==> config.mk <==
export PLATFORM = sky130hd
export DESIGN_NAME = telnet_iac_option_parser
export DESIGN_NICKNAME = d
export VERILOG_FILES = /design/src/rtl/tiop_pkg.sv /design/src/rtl/tiop_out_queue.sv /design/src/rtl/telnet_iac_option_parser.sv
export SDC_FILE = /design/constraint.sdc
export NUM_CORES = 1
export LEC_CHECK = 0
export ABC_AREA = 1
export BUFFER_PORTS_ARGS = -buffer_cell sky130_fd_sc_hd__buf_4
export CELL_PAD_IN_SITES_DETAIL_PLACEMENT = 1
export CELL_PAD_IN_SITES_GLOBAL_PLACEMENT = 2
export CORE_MARGIN = 3
export CORE_UTILIZATION = 44
export DETAILED_ROUTE_END_ITERATION = 8
export HOLD_SLACK_MARGIN = 0.1
export PLACE_DENSITY_LB_ADDON = 0.1
export SLEW_MARGIN = 20
export SYNTH_ARGS = -nofsm -noshare
export SYNTH_HDL_FRONTEND = slang
export SYNTH_SLANG_ARGS = --single-unit
==> constraint.sdc <==
create_clock -name i_clk -period 3.85 [get_ports i_clk]
set_input_delay 0 -clock i_clk [delete_from_list [all_inputs] [get_ports i_clk]]
set_output_delay 0 -clock i_clk [all_outputs]
set_load 0.02 [all_outputs]
==> src/rtl/tiop_pkg.sv <==
// shared types, protocol constants and reply policy for the telnet option parser
`timescale 1ns / 1ps

package tiop_pkg;

    // telnet command bytes
    localparam logic [7:0] B_IAC  = 8'hFF;
    localparam logic [7:0] B_DONT = 8'hFE;
    localparam logic [7:0] B_DO   = 8'hFD;
    localparam logic [7:0] B_WONT = 8'hFC;
    localparam logic [7:0] B_WILL = 8'hFB;
    localparam logic [7:0] B_SB   = 8'hFA;
    localparam logic [7:0] B_GA   = 8'hF9;
    localparam logic [7:0] B_SE   = 8'hF0;

    // options with their own policy
    localparam logic [7:0] OPT_ECHO = 8'd1;
    localparam logic [7:0] OPT_SGA  = 8'd3;
    localparam logic [7:0] OPT_NAWS = 8'd31;

    // window size subnegotiation carries exactly four bytes
    localparam int NAWS_LEN = 4;

    // 2-bit verb codes
    localparam logic [1:0] C_WILL = 2'd0;
    localparam logic [1:0] C_WONT = 2'd1;
    localparam logic [1:0] C_DO   = 2'd2;
    localparam logic [1:0] C_DONT = 2'd3;

    // result kinds
    localparam logic [2:0] K_DATA   = 3'd0;
    localparam logic [2:0] K_REPLY  = 3'd1;
    localparam logic [2:0] K_NAWS   = 3'd2;
    localparam logic [2:0] K_IGN    = 3'd3;
    localparam logic [2:0] K_REPORT = 3'd4;

    // one pending result group; a reply group expands to three words
    typedef struct packed {
        logic [2:0]  kind;
        logic [7:0]  byte_val;
        logic [1:0]  code;
        logic [15:0] cols;
        logic [15:0] rows;
    } t_job;

    // answer code for a received verb on an option
    function automatic logic [1:0] reply_code(input logic [7:0] opt, input logic [1:0] verb);
        logic offer;
        logic [1:0] res;
        offer = (verb == C_WILL) || (verb == C_WONT);
        if (opt == OPT_ECHO) begin
            res = offer ? C_DONT : C_WILL;
        end else if ((opt == OPT_SGA) || (opt == OPT_NAWS)) begin
            res = offer ? C_DO : C_WILL;
        end else begin
            res = offer ? C_DONT : C_WONT;
        end
        return res;
    endfunction

endpackage

==> src/rtl/tiop_out_queue.sv <==
// result queue that expands reply groups into words on the output stream
`timescale 1ns / 1ps

module tiop_out_queue (
    input  logic               i_clk,
    input  logic               i_rst_n,
    input  logic               i_push,
    input  tiop_pkg::t_job     i_job,
    output logic               o_ready,
    output logic               m_axis_tvalid,
    input  logic               m_axis_tready,
    output logic [47:0]        m_axis_tdata,  // byte_value[7:0], cols[23:8], rows[39:24], option_code[41:40]
    output logic [2:0]         m_axis_tuser,  // kind
    output logic               m_axis_tlast
);

    localparam int QDEPTH = 4;
    localparam int PW     = $clog2(QDEPTH);

    tiop_pkg::t_job r_q [QDEPTH];
    logic [PW-1:0]  r_wr_ptr;
    logic [PW-1:0]  r_rd_ptr;
    logic [PW:0]    r_count;
    logic [1:0]     r_word_idx;

    tiop_pkg::t_job head;
    logic [7:0]     out_byte;
    logic [1:0]     out_code;
    logic [15:0]    out_cols;
    logic [15:0]    out_rows;
    logic           out_last;
    logic           word_take;
    logic           pop;

    // room check uses only registered state, so no path from the output ready
    assign o_ready = ((r_count + (PW+1)'(i_push)) <= (PW+1)'(QDEPTH - 2));

    assign head          = r_q[r_rd_ptr];
    assign m_axis_tvalid = (r_count != '0);
    assign word_take     = m_axis_tvalid && m_axis_tready;
    assign pop           = word_take && out_last;

    // word formatting from the head group
    always_comb begin
        out_byte = head.byte_val;
        out_code = 2'd0;
        out_cols = head.cols;
        out_rows = head.rows;
        out_last = 1'b1;
        case (head.kind)
            tiop_pkg::K_REPLY: begin
                out_last = (r_word_idx == 2'd2);
                case (r_word_idx)
                    2'd0:    out_byte = tiop_pkg::B_IAC;
                    2'd1:    out_byte = tiop_pkg::B_WILL + {6'd0, head.code};
                    default: out_byte = head.byte_val;
                endcase
            end
            tiop_pkg::K_REPORT: out_code = head.code;
            default:            out_code = 2'd0;
        endcase
    end

    assign m_axis_tdata = {6'd0, out_code, out_rows, out_cols, out_byte};
    assign m_axis_tuser = head.kind;
    assign m_axis_tlast = out_last;

    // queue storage
    always_ff @(posedge i_clk) begin
        if (i_push) begin
            r_q[r_wr_ptr] <= i_job;
        end
    end

    // pointers, fill count and word position within a group
    always_ff @(posedge i_clk) begin
        if (!i_rst_n) begin
            r_wr_ptr   <= '0;
            r_rd_ptr   <= '0;
            r_count    <= '0;
            r_word_idx <= 2'd0;
        end else begin
            if (i_push) begin
                r_wr_ptr <= r_wr_ptr + 1'b1;
            end
            if (pop) begin
                r_rd_ptr   <= r_rd_ptr + 1'b1;
                r_word_idx <= 2'd0;
            end else if (word_take) begin
                r_word_idx <= r_word_idx + 2'd1;
            end
            r_count <= r_count + (PW+1)'(i_push) - (PW+1)'(pop);
        end
    end

endmodule

==> src/rtl/telnet_iac_option_parser.sv <==
// top level: telnet receive parser with option negotiation and option store
`timescale 1ns / 1ps

// Input stream: one word per received byte (tuser = 0) or per option query
// (tuser = 1). Output stream: result words; tuser gives the kind, tlast marks
// the final word caused by one input word.
// Plain bytes come out as data, GA is dropped, IAC IAC yields data 255.
// IAC WILL/WONT/DO/DONT opt produces three reply words (IAC, verb, opt) and
// stores the sent verb code in the option memory if opt < NUM_OPTIONS. IAC SB
// opt .. IAC SE gives one window size or ignored-subnegotiation word. A query
// returns one report. The first word of a result passes the parser output
// register, alongside the option memory read, and then the result queue.
// Throughput: one input word per cycle while the queue has room; a reply is
// three output words, so a run of replies is limited by the output port at
// one word per cycle. The input is held off while the four-group result
// queue plus the group entering it hold more than two groups, which keeps a
// slot free for the group still in the parser register.
// Reset empties the queue and returns the parser to looking for IAC; option
// valid bits clear at once, so every option reads as code 0 (WILL) after
// reset with no clearing pass. When the receiver stalls, words stay on the
// output unchanged and input is accepted until that queue limit is reached.

module telnet_iac_option_parser #(
    parameter int SUB_BUF_BYTES = 35,
    parameter int NUM_OPTIONS   = 64
) (
    input  logic        i_clk,
    input  logic        i_rst_n,
    input  logic        s_axis_tvalid,
    output logic        s_axis_tready,
    input  logic [15:0] s_axis_tdata,   // rx_byte[7:0], query_option[13:8]
    input  logic        s_axis_tuser,   // op
    output logic        m_axis_tvalid,
    input  logic        m_axis_tready,
    output logic [47:0] m_axis_tdata,   // byte_value[7:0], cols[23:8], rows[39:24], option_code[41:40]
    output logic [2:0]  m_axis_tuser,   // kind
    output logic        m_axis_tlast
);

    localparam int AW = $clog2(NUM_OPTIONS);
    localparam int LW = $clog2(SUB_BUF_BYTES + 1);

    // parser states
    localparam logic [2:0] PS_CHECK = 3'd0;
    localparam logic [2:0] PS_IAC   = 3'd1;
    localparam logic [2:0] PS_SB    = 3'd2;
    localparam logic [2:0] PS_OPT   = 3'd3;
    localparam logic [2:0] PS_DATA  = 3'd4;
    localparam logic [2:0] PS_SE    = 3'd5;

    logic           accept;
    logic           in_op;
    logic [7:0]     in_byte;
    logic [5:0]     in_q;

    logic [2:0]     r_state, n_state;
    logic [1:0]     r_verb, n_verb;
    logic [7:0]     r_sub_opt, n_sub_opt;
    logic [LW-1:0]  r_sub_len, n_sub_len;
    logic [7:0]     r_sub_bytes [4];
    logic           sb_we;

    logic           n_emit;
    tiop_pkg::t_job n_job;
    logic           r_s1_vld;
    logic           r_s1_query;
    tiop_pkg::t_job r_s1_job;
    tiop_pkg::t_job push_job;
    logic           q_ready;

    logic [1:0]     r_mem [NUM_OPTIONS];
    logic [NUM_OPTIONS-1:0] r_opt_vld;
    logic           mem_we;
    logic [AW-1:0]  mem_wa;
    logic [1:0]     mem_wd;
    logic [AW-1:0]  mem_ra;
    logic           q_in_range;
    logic [1:0]     r_rd_data;
    logic           r_rd_hit;

    assign accept        = s_axis_tvalid && s_axis_tready;
    assign s_axis_tready = q_ready;
    assign in_op         = s_axis_tuser;
    assign in_byte       = s_axis_tdata[7:0];
    assign in_q          = s_axis_tdata[13:8];

    // byte parser: next state, buffered subnegotiation bytes, result group
    always_comb begin
        n_state   = r_state;
        n_verb    = r_verb;
        n_sub_opt = r_sub_opt;
        n_sub_len = r_sub_len;
        sb_we     = 1'b0;
        mem_we    = 1'b0;
        mem_wd    = tiop_pkg::reply_code(in_byte, r_verb);
        mem_wa    = AW'(in_byte);
        n_emit    = 1'b0;
        n_job     = '0;
        if (accept) begin
            if (in_op) begin
                n_emit         = 1'b1;
                n_job.kind     = tiop_pkg::K_REPORT;
                n_job.byte_val = {2'd0, in_q};
            end else begin
                case (r_state)
                    PS_IAC: begin
                        n_state = PS_CHECK;
                        if (in_byte == tiop_pkg::B_SB) begin
                            n_state = PS_SB;
                        end else if ((in_byte >= tiop_pkg::B_WILL) &&
                                     (in_byte <= tiop_pkg::B_DONT)) begin
                            n_verb  = 2'(in_byte - tiop_pkg::B_WILL);
                            n_state = PS_OPT;
                        end else if (in_byte == tiop_pkg::B_IAC) begin
                            n_emit         = 1'b1;
                            n_job.kind     = tiop_pkg::K_DATA;
                            n_job.byte_val = tiop_pkg::B_IAC;
                        end
                    end
                    PS_SB: begin
                        n_sub_opt = in_byte;
                        n_sub_len = '0;
                        n_state   = PS_DATA;
                    end
                    PS_OPT: begin
                        n_state        = PS_CHECK;
                        mem_we         = ({1'b0, in_byte} < 9'(NUM_OPTIONS));
                        n_emit         = 1'b1;
                        n_job.kind     = tiop_pkg::K_REPLY;
                        n_job.byte_val = in_byte;
                        n_job.code     = mem_wd;
                    end
                    PS_DATA: begin
                        if (in_byte == tiop_pkg::B_IAC) begin
                            n_state = PS_SE;
                        end else begin
                            sb_we = (r_sub_len < LW'(tiop_pkg::NAWS_LEN));
                            if (r_sub_len < LW'(SUB_BUF_BYTES)) begin
                                n_sub_len = r_sub_len + 1'b1;
                            end
                        end
                    end
                    PS_SE: begin
                        if (in_byte == tiop_pkg::B_SE) begin
                            n_state        = PS_CHECK;
                            n_emit         = 1'b1;
                            n_job.byte_val = r_sub_opt;
                            if ((r_sub_opt == tiop_pkg::OPT_NAWS) &&
                                (r_sub_len == LW'(tiop_pkg::NAWS_LEN))) begin
                                n_job.kind = tiop_pkg::K_NAWS;
                                n_job.cols = {r_sub_bytes[0], r_sub_bytes[1]};
                                n_job.rows = {r_sub_bytes[2], r_sub_bytes[3]};
                            end else begin
                                n_job.kind = tiop_pkg::K_IGN;
                            end
                        end
                    end
                    default: begin
                        n_state = PS_CHECK;
                        if (in_byte == tiop_pkg::B_IAC) begin
                            n_state = PS_IAC;
                        end else if (in_byte != tiop_pkg::B_GA) begin
                            n_emit         = 1'b1;
                            n_job.kind     = tiop_pkg::K_DATA;
                            n_job.byte_val = in_byte;
                        end
                    end
                endcase
            end
        end
    end

    // parser control registers
    always_ff @(posedge i_clk) begin
        if (!i_rst_n) begin
            r_state   <= PS_CHECK;
            r_verb    <= 2'd0;
            r_sub_opt <= 8'd0;
            r_sub_len <= '0;
        end else begin
            r_state   <= n_state;
            r_verb    <= n_verb;
            r_sub_opt <= n_sub_opt;
            r_sub_len <= n_sub_len;
        end
    end

    // first four subnegotiation bytes
    always_ff @(posedge i_clk) begin
        if (sb_we) begin
            r_sub_bytes[r_sub_len[1:0]] <= in_byte;
        end
    end

    // option memory write; a query in the next cycle already sees the new entry
    always_ff @(posedge i_clk) begin
        if (mem_we) begin
            r_mem[mem_wa] <= mem_wd;
        end
    end

    always_ff @(posedge i_clk) begin
        if (!i_rst_n) begin
            r_opt_vld <= '0;
        end else if (mem_we) begin
            r_opt_vld[mem_wa] <= 1'b1;
        end
    end

    // option memory read for queries, registered
    assign mem_ra     = AW'(in_q);
    assign q_in_range = ({3'd0, in_q} < 9'(NUM_OPTIONS));

    always_ff @(posedge i_clk) begin
        if (accept && in_op) begin
            r_rd_data <= r_mem[mem_ra];
            r_rd_hit  <= q_in_range && r_opt_vld[mem_ra];
        end
    end

    // parser output register, aligned with the memory read
    always_ff @(posedge i_clk) begin
        if (!i_rst_n) begin
            r_s1_vld <= 1'b0;
        end else begin
            r_s1_vld <= n_emit;
        end
    end

    always_ff @(posedge i_clk) begin
        if (n_emit) begin
            r_s1_job   <= n_job;
            r_s1_query <= in_op;
        end
    end

    // merge the stored code into a report
    always_comb begin
        push_job = r_s1_job;
        if (r_s1_query) begin
            push_job.code = r_rd_hit ? r_rd_data : 2'd0;
        end
    end

    tiop_out_queue u_out_queue (
        .i_clk         (i_clk),
        .i_rst_n       (i_rst_n),
        .i_push        (r_s1_vld),
        .i_job         (push_job),
        .o_ready       (q_ready),
        .m_axis_tvalid (m_axis_tvalid),
        .m_axis_tready (m_axis_tready),
        .m_axis_tdata  (m_axis_tdata),
        .m_axis_tuser  (m_axis_tuser),
        .m_axis_tlast  (m_axis_tlast)
    );

endmodule

# After elaboration in Yosys (flattened, before gate mapping)
# Memory sizes are Yosys's and may differ from the RTL's. A register that Yosys moved wholly into a read port is not among the register bits.
# Index checks and enable logic that the tools add are counted.
[totals]
ff_bits = 108
ramBits = 340
inputBits = 21
output_inout_bits = 54
wordCells = 148
mem_count = 3
[mem_list]
columns = ["name", "words", "width", "rd", "rd_clocked_by_memory_dff", "wr", "line_no", "rtl"]
rows = [
  ["u_out_queue.r_q", 4, 45, 1, 1, 1, "tiop_out_queue.sv:20", "tiop_pkg::t_job r_q [QDEPTH];"],
  ["r_mem", 64, 2, 1, 1, 1, "telnet_iac_option_parser.sv:71", "logic [1:0] r_mem [NUM_OPTIONS];"],
  ["r_sub_bytes", 4, 8, 4, 4, 1, "telnet_iac_option_parser.sv:60", "logic [7:0] r_sub_bytes [4];"],
]
[op_classes]
add_sub_neg = 8
order_cmp = 9
n_eq_ne = 23
n_mux = 57
bitwise = 9
n_reduce_logical = 22
[op_table]
columns = ["op", "count"]
rows = [
  ["$or A64 B64 Y64", 1],
  ["$pmux W11 S4", 1],
  ["$mux W8", 5],
  ["$mux W1", 26],
  ["$eq A8 B8 Y1 const B", 3],
  ["$mux W2", 12],
  ["$mux W11", 2],
  ["$eq A8 B5 Y1 const B", 2],
  ["$pmux W8 S2", 1],
  ["$pmux W3 S5", 1],
  ["$lt A6 B7 Y1 const B", 2],
  ["$mux W6", 2],
  ["$pmux W6 S2", 1],
  ["$mux W10", 1],
  ["$reduce_and A5 Y1", 2],
  ["$eq A3 B3 Y1 const B", 3],
  ["$eq A8 B1 Y1 const B", 1],
  ["$eq A8 B2 Y1 const B", 1],
  ["$ge A8 B8 Y1 const B", 1],
  ["$le A8 B8 Y1 const B", 1],
  ["$lt A8 B7 Y1 const B", 1],
  ["$ne A2 B2 Y1 const B", 4],
  ["$ne A8 B8 Y1 const B", 1],
  ["$not A1 Y1", 8],
  ["29 further kinds", 45],
]

# Depth between registers and ports, before layout
[depth]
word_depth = 7
ltp_mapped = 13
ltp_nobuf = 12

# Hierarchy
# A second synthesis with hierarchy kept.
[hier_totals]
cells_unflattened = 1848
hier_area_um2 = 19992.9
[modules_own_cells]
columns = ["module", "instances", "cells_per_inst", "area_each_um2", "seq_area_each_um2"]
rows = [
  ["telnet_iac_option_parser", 1, 1294, 12474.5, 7937.6],
  ["tiop_out_queue", 1, 554, 7518.5, 5625.4],
]

# Worst setup path after synthesis
# No wires, ideal clock.
[synth_path]
kind = "flip-flop to flip-flop"
start = "register r_s1_vld"
end = "register r_s1_job (netlist bit push_job[0]), enable pin"
setup_ps = 400
t_arrival_ps = 2164
required_time_ps = 3450
slack_ps = 1286
path_stages_with_launch = 8
n_path_buf = 0
period_less_slack_ps = 2564
cell_sequence = "dfxtp_1 > ha_1 > ha_1 > xnor2_2 > nand3_2 > inv_1 > nand2_1 > inv_1"
[synth_via]
word_cells_on_any_way = 6
cone_classes = "add/sub (1); order compare (1); mux (1); bitwise (1); reduce/logical (2)"
[synth_lines]
columns = ["element", "line_no", "rtl"]
rows = [
  ["from (decl)", "telnet_iac_option_parser.sv:65", "logic r_s1_vld;"],
  ["from (signal assigned)", "telnet_iac_option_parser.sv:226", "r_s1_vld <= n_emit;"],
  ["$add A3 B1 Y3", "tiop_out_queue.sv:36", "assign o_ready = ((r_count + (PW+1)'(i_push)) <= (PW+1)'(QDEPTH - 2));"],
  ["$le A3 B2 Y1", "tiop_out_queue.sv:36", ""],
  ["$logic_and A1 B1 Y1", "telnet_iac_option_parser.sv:81", "assign accept = s_axis_tvalid && s_axis_tready;"],
  ["$mux W1", "telnet_iac_option_parser.sv:99", "if (accept) begin"],
  ["net n_emit", "telnet_iac_option_parser.sv:63", "logic n_emit;"],
  ["to (signal assigned)", "telnet_iac_option_parser.sv:232", "r_s1_job <= n_job;"],
  ["to (decl)", "telnet_iac_option_parser.sv:67", "tiop_pkg::t_job r_s1_job;"],
]
# The timed path passes the listed nets, and every way through them passes these cells.
# A chain may end at the register's enable or synchronous reset.

==> flow_summary.yaml <==
timing:
  maxSlewHeadroom_pct: 22.5
  rsz0062_at_grt: "false"
  skew_ns: 0.0168
  period_needed_ns: 3.30
  worst_pin_slew_ns: 1.16
  post-route-period-util_pct: 85.7
  drv_slew: 0
  setup_viol: 0
  tns_ns: 0
  fmax_mhz: 303
  finalHoldViolCount: 0
finish:
  multi_input_area_um2: 5140
  layout.nets: 2003
  n_antenna_cell: 0
  stdcell_area_um2: 22900
  ff_latch_area_um2: 13600
  syn_to_final_growth_pct: 14.9
  fill_cells: 4785
  drive_gt1_share_pct: 10.3
critical_path:
  path_class: "input port to flip-flop"
  crit_family: "buffers and inverters"
  startpoint_type: "input port"
  path_max_fanout: 61
  crit_required_ns: 4.19
  critPathBufInv: 6
  slowest_stage: "dlygate4sd3_1"
  crit_arrival_ns: 3.64
  end_kind: "flip-flop"
  cpPeakStageDelay_ns: 0.56
  crit_chain: "buf_4 > inv_2 > buf_12 > nand2_1 > nand3_1 > nand3_1 > nand2_1 > nand2_1 > nand3_1 > dlygate4sd3_1 > nand3_1 > dlygate4sd3_1 > nand2_1 > dlygate4sd3_1"
global_route:
  grt_pass1_vias: 13900
  grt_usage_pct: 22.0
  overflow: 0
  grt_pass1_wl_um: 80100
  grt_antenna_before_repair: 0
  grt_start_max_net_pins: 67
power_and_ir_drop:
  intPower_mw: 9.86
  ir_drop_uv: 353
  comb_power_share_pct: 17.8
  finalPower_mw: 13.8
  p_leak_nw: 8.88
  p_seq_share_pct: 46.4
  p_switching_mw: 3.98
  power.share.switching_pct: 28.7
  power_frac_clock_pct: 35.9
  power.density_nw_per_um2: 605
floorplan:
  pin_count: 75
  core_um2: 44400
  initial_utilization_pct: 44.8
  fp.dieH_um: 219
  std_cell_rows: 77
  die_w_um: 219
  dieArea_um2: 47800
yosys:
  synthArstFlopShare_pct: 0
  synth_cells: 1884
  synth_area_um2: 19900
  ys_seq_elements: 483
  seq_area_frac_synth_pct: 68.1
  synth_commonest_cells: "nand2_1, edfxtp_1, inv_1, nor2_1, nand3_1"
  synth_edf_count: 389
  yosys-top-cells-area: "edfxtp_1, dfxtp_1, nand2_1, nand3_1, inv_1"
  synth_area_per_cell_um2: 10.6
  yosysMostFrequentCell: "nand2_1"
  synth_top_cell_by_area: "edfxtp_1"
  synth.top_cell.area_share_pct: 58.7
  synthFlopType: "edfxtp_1"
  netlist-cell-type-count: 40
  yosysWarnings: 0
drt:
  drc: 0
  via_count: 13600
  ant_nets: 0
  wl_um: 51900
  drtIter0Drc: 1053
  wire_per_inst_um: 20.0
  viasPerCell: 5.22
  first_pass_iters: 5
clock_network:
  cts_made_buffers: 51
  cts_resized: 0
  tritoncts: "yes"
  postCtsSetupRepairBufs: 0
  cts_root_buf: "clkbuf_16"
  cts_hold_buffers: 20
  cts.clk_slew.worst_paths_ns: 0.06
  htreeDepth: 2
  clock-sinks: 483
  insertion_delay_ns: 0.59
  clockBufferDepth: 3
run:
  cap_violations: 0
placement:
  hpwl_um: 33400
  globalplace.congestion: 0.836
  numPortBuffers: 66
  dpl_cell_area_um2: 21000
outcome:
  status: "finished clean"
min_path:
  hold_path.class: "input port to flip-flop"
==> worst paths after layout <==
kind,start,endpoint,slack [ns],depth (start not counted)
min,s_axis_tuser,r_s1_query$_DFFE_PP_,0.20,2
min reg2reg,r_opt_vld[24]$_SDFFE_PN0P_,r_opt_vld[24]$_SDFFE_PN0P_,0.45,2
max,s_axis_tdata[8],r_rd_data[0]$_DFFE_PP_,0.55,14
max reg2reg,r_mem[59][0]$_DFFE_PP_,r_rd_data[0]$_DFFE_PP_,0.96,11
==> cells by family after synthesis <==
group,synth area share [%]
other cells,0.0188
xor+xnor,0.346
fa+ha+maj,1.26
buf+inv,6.12
simple gates,17.9
flops,68.1
compound gates,6.20
==> stage by stage <==
stage                     utilization, %  setup WS [ns]  instances  hold slack, ns
after global placement              47.2           1.09       2481           0.252
final                               51.5          0.551       2597           0.197
after CTS                           51.5          0.567       2597           0.152
after global routing                51.5          0.350       2597           0.184
after detailed placement            47.2           1.07       2481           0.251
after floorplan                        -           1.29       1889          0.0989
==> sequential cells by signal (all words and copies together) (netlist names), 3 cells and up, named ones only <==
name / count
r_sub_len: 6
u_out_queue.r_q: 180
r_sub_bytes: 32
push_job: 43
r_mem: 128
r_state: 3
u_out_queue.r_count: 3
r_opt_vld: 64
r_sub_opt: 8
==> cell type report <==
type,count,area share (%)
clock buffer,69,6.14
clock inverter,27,1.37
multi-input combinational,1101,22.5
tap,592,3.24
inverter,214,3.52
timing repair buffer,111,3.97
sequential,483,59.3
==> cell usage in the layout (no fill, tap or decap), types with 11 or more instances in the layout <==
cell type / Yosys / routed
clkbuf_1: 57 / 12
inv_2: 5 / 11
edfxtp_1: 389 / 389
nor3_1: 13 / 13
ha_1: 20 / 20
dfxtp_1: 94 / 93
a21oi_1: 81 / 81
o22ai_1: 35 / 35
inv_1: 208 / 202
nand3_1: 193 / 193
nor2_1: 194 / 194
nand2_1: 405 / 404
dlygate4sd3_1: 0 / 20
buf_4: 8 / 89
clkbuf_16: 0 / 51
o21ai_0: 100 / 100
==> per-layer routing <==
layer | vias to the layer above | share of wire [%] | GRT usage [%]
met2 | 252 | 49 | 37.9
met4 | 0 | 2.4 | 6.35
met3 | 81 | 4.1 | 3.03
met5 | - | 0 | 0
met1 | 6733 | 45 | 29.3
li1 | 6488 | - | -
==> power by group through the flow <==
| stage | registers, mW | logic (mW) | clock network, mW |
|---|---|---|---|
| 2_1_floorplan | 6.40 | 1.49 | 0 |
| 4_1_cts | 6.41 | 2.50 | 5.07 |
| 6_report | 6.41 | 2.46 | 4.96 |
| 5_1_grt | 6.45 | 2.70 | 5.27 |
| 3_3_place_gp | 6.49 | 2.42 | 0 |
| 3_5_place_dp | 6.52 | 2.48 | 0 |
(Power assumes the default switching activity.)
